File: src/sps_pkg.sv
// shared types and constants of the strict priority ready scheduler
// opcodes, status codes, register indexes and the controller/datapath interface
// no dependencies
package sps_pkg;

	localparam int ID_W     = 10;
	localparam int BAND_W   = 2;
	localparam int CREDIT_W = 16;
	localparam int LIMIT_W  = 11;
	localparam int CFG_IDX_W = 1;
	localparam int CFG_W    = 16;

	localparam int NUM_BANDS   = 4;
	localparam int QUEUE_COUNT = 1024;

	localparam logic [LIMIT_W-1:0]  LIMIT_RESET  = 11'd1024;
	localparam logic [CREDIT_W-1:0] CREDIT_RESET = 16'd64;

	localparam logic [CFG_IDX_W-1:0] REG_QUEUE_LIMIT  = 1'b0;
	localparam logic [CFG_IDX_W-1:0] REG_CREDIT_GRANT = 1'b1;

	typedef enum logic [1:0] {
		OP_ACTIVATE   = 2'd0,
		OP_DEACTIVATE = 2'd1,
		OP_POP        = 2'd2,
		OP_UNUSED     = 2'd3
	} op_t;

	typedef enum logic [1:0] {
		ST_OK      = 2'd0,
		ST_INVALID = 2'd1,
		ST_FULL    = 2'd2,
		ST_NONE    = 2'd3
	} status_t;

	typedef struct packed {
		logic    latch_in;
		logic    clr_step;
		logic    use_scan;
		logic    map_rd;
		logic    map_wr;
		logic    map_wr_val;
		logic    push;
		logic    pop_rd;
		logic    scan_next;
		logic    res_set;
		status_t res_code;
		logic    res_grant;
		logic    res_load;
	} cmd_t;

	typedef struct packed {
		logic clr_done;
		op_t  op;
		logic req_bad;
		logic map_bit;
		logic fifo_full;
		logic scan_end;
		logic scan_empty;
		logic pop_hit;
		logic out_free;
	} sts_t;

endpackage

File: src/sps_ctrl.sv
// controller state machine of the strict priority ready scheduler
// sequences bitmap clearing, activate/deactivate and the pop band scan
// depends on sps_pkg
module sps_ctrl (
	input  logic          clk,
	input  logic          arst_n,
	input  logic          in_valid,
	output logic          in_ready,
	input  sps_pkg::sts_t sts,
	output sps_pkg::cmd_t cmd
);

	typedef enum logic [9:0] {
		S_CLEAR  = 10'b0000000001,
		S_IDLE   = 10'b0000000010,
		S_CHECK  = 10'b0000000100,
		S_UPDATE = 10'b0000001000,
		S_SCAN   = 10'b0000010000,
		S_PMAP   = 10'b0000100000,
		S_PCHK   = 10'b0001000000,
		S_DONE   = 10'b0010000000,
		S_SPARE0 = 10'b0100000000,
		S_SPARE1 = 10'b1000000000
	} state_t;

	state_t state_q, state_d;

	always_ff @(posedge clk or negedge arst_n) begin
		if (!arst_n) begin
			state_q <= S_CLEAR;
		end else begin
			state_q <= state_d;
		end
	end

	always_comb begin
		state_d = state_q;
		cmd = '0;
		cmd.res_code = sps_pkg::ST_OK;
		in_ready = 1'b0;
		unique case (state_q)
			S_CLEAR: begin
				cmd.clr_step = 1'b1;
				if (sts.clr_done) state_d = S_IDLE;
			end
			S_IDLE: begin
				in_ready = 1'b1;
				if (in_valid) begin
					cmd.latch_in = 1'b1;
					state_d = S_CHECK;
				end
			end
			S_CHECK: begin
				if (sts.op == sps_pkg::OP_POP) begin
					state_d = S_SCAN;
				end else if (sts.req_bad) begin
					cmd.res_set = 1'b1;
					cmd.res_code = sps_pkg::ST_INVALID;
					state_d = S_DONE;
				end else begin
					cmd.map_rd = 1'b1;
					state_d = S_UPDATE;
				end
			end
			S_UPDATE: begin
				cmd.res_set = 1'b1;
				state_d = S_DONE;
				priority if (sts.op == sps_pkg::OP_DEACTIVATE) begin
					cmd.map_wr = 1'b1;
				end else if (sts.map_bit) begin
					cmd.res_code = sps_pkg::ST_OK;
				end else if (sts.fifo_full) begin
					cmd.res_code = sps_pkg::ST_FULL;
				end else begin
					cmd.map_wr = 1'b1;
					cmd.map_wr_val = 1'b1;
					cmd.push = 1'b1;
				end
			end
			S_SCAN: begin
				cmd.use_scan = 1'b1;
				priority if (sts.scan_end) begin
					cmd.res_set = 1'b1;
					cmd.res_code = sps_pkg::ST_NONE;
					state_d = S_DONE;
				end else if (sts.scan_empty) begin
					cmd.scan_next = 1'b1;
				end else begin
					cmd.pop_rd = 1'b1;
					state_d = S_PMAP;
				end
			end
			S_PMAP: begin
				cmd.use_scan = 1'b1;
				cmd.map_rd = 1'b1;
				state_d = S_PCHK;
			end
			S_PCHK: begin
				cmd.use_scan = 1'b1;
				if (sts.pop_hit) begin
					cmd.map_wr = 1'b1;
					cmd.res_set = 1'b1;
					cmd.res_grant = 1'b1;
					state_d = S_DONE;
				end else begin
					cmd.scan_next = 1'b1;
					state_d = S_SCAN;
				end
			end
			S_DONE: begin
				if (sts.out_free) begin
					cmd.res_load = 1'b1;
					state_d = S_IDLE;
				end
			end
			default: state_d = S_IDLE;
		endcase
	end

	assert property (@(posedge clk) disable iff (!arst_n)
		in_valid && in_ready |=> !in_ready)
		else $error("input taken while an item is in progress");

	assert property (@(posedge clk) disable iff (!arst_n)
		cmd.res_load |-> sts.out_free)
		else $error("result loaded over an untaken word");

	assert property (@(posedge clk) disable iff (!arst_n)
		cmd.push |-> !sts.fifo_full)
		else $error("push into a full ready fifo");

endmodule

File: config.mk
export PLATFORM = sky130hd
export DESIGN_NAME = sps_ctrl
export DESIGN_NICKNAME = d
export VERILOG_FILES = /design/src/sps_pkg.sv /design/src/sps_ctrl.sv
export SDC_FILE = /design/constraint.sdc
export NUM_CORES = 1
export LEC_CHECK = 0
export ABC_AREA = 1
export BUFFER_PORTS_ARGS = -buffer_cell sky130_fd_sc_hd__buf_2
export CAP_MARGIN = 20
export CORE_MARGIN = 8
export CORE_UTILIZATION = 49
export DETAILED_ROUTE_END_ITERATION = 8
export HOLD_SLACK_MARGIN = 0.05
export PLACE_DENSITY = 0.91
export SYNTH_ARGS = -nofsm -noshare
export SYNTH_HDL_FRONTEND = slang
export SYNTH_SLANG_ARGS = --single-unit
File: constraint.sdc
create_clock -name clk -period 2.45 [get_ports clk]
set_input_delay 0.6125 -clock clk [delete_from_list [all_inputs] [get_ports clk]]
set_output_delay 0.6125 -clock clk [all_outputs]
set_load 0.02 [all_outputs]
# ---- After elaboration in Yosys (flattened, before gate mapping)
# Cells that the tools add are included.
dict set report word_totals {
  ff_bits 10
  latch_bits 0
  mem_bits_rw 0
  mem_bits_ro 0
  input_bits 13
  output_inout_bits 15
  word_cells 58
  mem_count 0
}
dict set report classes {
  add_sub_neg 0
  n_mul 0
  n_div 0
  n_lt_le_gt_ge 0
  eq_ne 14
  shift 0
  muxes 41
  bitwise_logic 0
  n_reduce_logical 2
}
# operator n
set op_table {}
lappend op_table {{$pmux 10 s8} 1}
lappend op_table {{$mux 10} 6}
lappend op_table {{$mux 1} 16}
lappend op_table {{$mux 8} 2}
lappend op_table {{$mux 3} 5}
lappend op_table {{$mux 2} 6}
lappend op_table {{$eq 10x1->1 const B} 1}
lappend op_table {{$eq 10x2->1 const B} 1}
lappend op_table {{$eq 10x3->1 const B} 1}
lappend op_table {{$eq 10x4->1 const B} 1}
lappend op_table {{$eq 10x5->1 const B} 1}
lappend op_table {{$eq 10x6->1 const B} 1}
lappend op_table {{$eq 10x7->1 const B} 1}
lappend op_table {{$eq 10x8->1 const B} 1}
lappend op_table {{$ne 2x2->1 const B} 3}
lappend op_table {{$pmux 1 s2} 3}
lappend op_table {{$pmux 2 s3} 1}
lappend op_table {{$pmux 1 s4} 1}
lappend op_table {{$reduce_and 4->1} 1}
lappend op_table {{$ne 3x3->1 const B} 1}
lappend op_table {{$reduce_or 3->1} 1}
lappend op_table {{$eq 2x1->1 const B} 1}
lappend op_table {{$eq 2x2->1 const B} 1}

# ---- Depth between registers and ports, before layout
dict set report depth {
  depth_word 4
  ltp_mapped 9
  ltp_nobuf 9
}

# ---- Least setup slack after synthesis
# OpenSTA, ideal clock, no wires.
dict set report synth_path {
  path_kind {reg-to-output}
  from {register state_q[5]}
  to {output cmd[8] (netlist name)}
  arrival_ps 1750
  required_time_ps 1837
  setup_slack_ps 88
  path_stages_with_launch 7
  n_path_buf 1
  cell_sequence {dfrtp_1 inv_2 nand2_4 nor2_8 nand2_1 nor4_1 buf_4}
}
# item line_no
set synth_rtl {}
lappend synth_rtl {{start, declared} sps_ctrl.sv:26} ;# state_t state_q, state_d;
lappend synth_rtl {{start signal, assigned} sps_ctrl.sv:32} ;# state_q <= state_d;
lappend synth_rtl {{end, declared} sps_ctrl.sv:10} ;# output sps_pkg::cmd_t cmd

==> metrics.txt <==
dominant cell type by area after synthesis dfrtp_1; M3 GR Usage 2.56%; final instance count without filler cells approximately 140; Starting Density about half; xor and xnor fraction of the mapped netlist area 0%; Clock Path Buffers 2; Int Pwr 0.332 mW; fraction of layout cells with a size suffix above 1 36.4%; IO Count 28; largest net degree at the start of global routing 9; crit path launch type flop; initial antenna violation count 0; complex-gate fraction of the synthesized area a little under 2%; Hold Crit Class in2async; final wirelength 1730 um; Mapped Cells 99; ANT nets after route 0; sum of negative setup slack 0 ns; largest family of logic cells by synthesized area simple AND/OR/NAND/NOR gates; hold_ws 0.179 ns; Placed Area 790 sq um; Yosys reg bits 8; FF+latch area 201 sq um; DR iter-0 viols 14; Setup crit end kind output port; synth-to-layout area growth 26.8%; post-synthesis sequential area ratio 31.3%; critical path class reg2out; drt wl/cell 12.0 um; Row Count 13; largest reg by FF count state_q; final RePlAce weighted congestion 0.789; final max-slew violation count 0; Synth Area in Adders 0%; Netlist cell types 21; Worst-path clk slew 0.06 ns; CTS H-tree depth 1; Max Fclk roughly 0.46 GHz; multiplexer share of the synthesized area 0%; peak supply drop about 470 uV; Net Sw Frac 48.4%; met2 Use GR 24.4%; Syn Std Cell Area roughly 640 sq um; router iterations before antenna repair 4; ant diodes 0; final setup vio count 0; CTS tree done; Worst EP arrival 1.58 ns; Slew headroom 82.0%; via count 717; Clock Skews 0.000199 ns; most common library cell in the layout ignoring fill and taps buf_2; status finished clean; Worst Path Required 1.84 ns; clk_lat worst skew 0.26 ns; I/O Buffers 27; Post-CTS Setup Inserts 0; total global-route track usage approximately 14%; Num CTS Buffers 3; switching power 0.312 mW; Syn. warnings 0; sequential share of power 27.5%; total power 0.644 mW; Setup WS post-layout 0.261 ns; Clock Sinks 8; worst-path maximum fanout 7; P_leak 0.525 nW; # hold bufs at CTS 0; vias in the first global route approximately 730; actual slew at the worst max-slew pin around 0.27 ns; max cap viols 0; remaining routing DRC violations 0; CORE AREA 0.00127 sq mm; post-cts resize count 0; fill count 110; post-detail-place hpwl between 1000 and 1500 um; Nets 143; Design Area, Final 816 sq um; period utilization 89.3%; pre-CTS WS around 0.5 ns; Die Width 52.2 um; min Tclk post-route 2.19 ns; Clock Tree Root clkbuf_4; Post-Synth Simple-Gate Area 53.9%; RSZ-0062 raised after global routing no; grt ovf 0; Cells after DPL 140; Final Hold Viols 0; first-pass GRT wire length 2960 um; largest cells by area after synthesis dfrtp_1 27%, nand2_1 15%, nor2_1 9.9%, inv_1 7.6%, nand3_1 5.4%; post-DR vias/cell 4.98; post-synth top area share 27.2%; Combinational Power Share 55.2%; routing usage on met1 15.5%; die outline height around 52 um; Syn Nets between 100 and 150; most frequent cells in the layout 27 x buf_2, 26 x nand2_1, 17 x nor2_1, 13 x inv_1; Top Registers state_q (8); Synth Area per Inst 6.50 sq um; multi-input logic area 359 sq um; Clock power frac 17.3%; post-layout util 64.3%; die area 0.00273 sq mm; global route hottest layer met2; max reg flops 8; Cell Pwr Density 789 mW/mm^2
==> power groups by stage <==
| stage | sequential [mW] | combinational (mW) | clock, mW |
|---|---|---|---|
| floorplan | 0.175 | 0.259 | 0 |
| global placement | 0.177 | 0.330 | 0 |
| detailed placement | 0.180 | 0.345 | 0 |
| CTS | 0.177 | 0.350 | 0.108 |
| global route | 0.181 | 0.394 | 0.115 |
| finish | 0.177 | 0.355 | 0.111 |
==> final timing paths <==
check	startpoint	to	slack, ns	depth (start not counted)
worst max-delay path	state_q[0]$_DFFE_PN1P_	cmd[4]	0.26	10
worst min-delay path	arst_n	state_q[2]$_DFFE_PN0P_	0.18	1
worst max register to register	state_q[0]$_DFFE_PN1P_	state_q[1]$_DFFE_PN0P_	1.14	8
worst min register to register	state_q[0]$_DFFE_PN1P_	state_q[0]$_DFFE_PN1P_	0.62	4
max in group asynchronous	arst_n	state_q[0]$_DFFE_PN1P_	2.04	1
min in group clk	sts[6]	state_q[3]$_DFFE_PN0P_	0.54	2
==> cell usage after synthesis (all sizes together) <==
library cell and n:
nor3b 1, dfstp 1, o211ai 1, nand3b 1, inv 20, o21ai 1, nand2 30, nor4 2
nor2 21, nand4 2, dfrtp 7, nor3 3, buf 1, nand3 7, or2 1
==> layer usage <==
| metal | share of wire (%) | up-vias | wire length [um] |
|---|---|---|---|
| met5 | 0 | - | 0 |
| met4 | 1.3 | 0 | 22 |
| met3 | 5.7 | 2 | 99 |
| met2 | 50 | 38 | 861 |
| met1 | 43 | 312 | 749 |
| li1 | - | 365 | - |
==> final cells by class <==
class	count	area share, %
multi-input cells	70	44.0
flip-flops and latches	8	24.7
repair buffers	27	16.6
inverters	20	9.20
clock buffers	4	3.22
well taps	15	2.30
==> worst max-delay path, stage by stage, from the launching register on <==
cell and delay (ns):
dfstp_2 0.53, nor2_1 0.05, nand2_1 0.10, inv_2 0.08, nand2_2 0.09, nor2_4 0.04
inv_2 0.05, nand2_1 0.04, nor2_1 0.14, inv_1 0.05, buf_2 0.15
==> logic make-up (layout without fill, tap and decap cells) <==
group	Yosys count	count (layout)
buffers and inverters	21	51
flip-flops	8	8
AO/OA/AOI/OAI	2	2
AND/OR/NAND/NOR	68	68
Note: power is estimated with default switching activity, not from simulation.
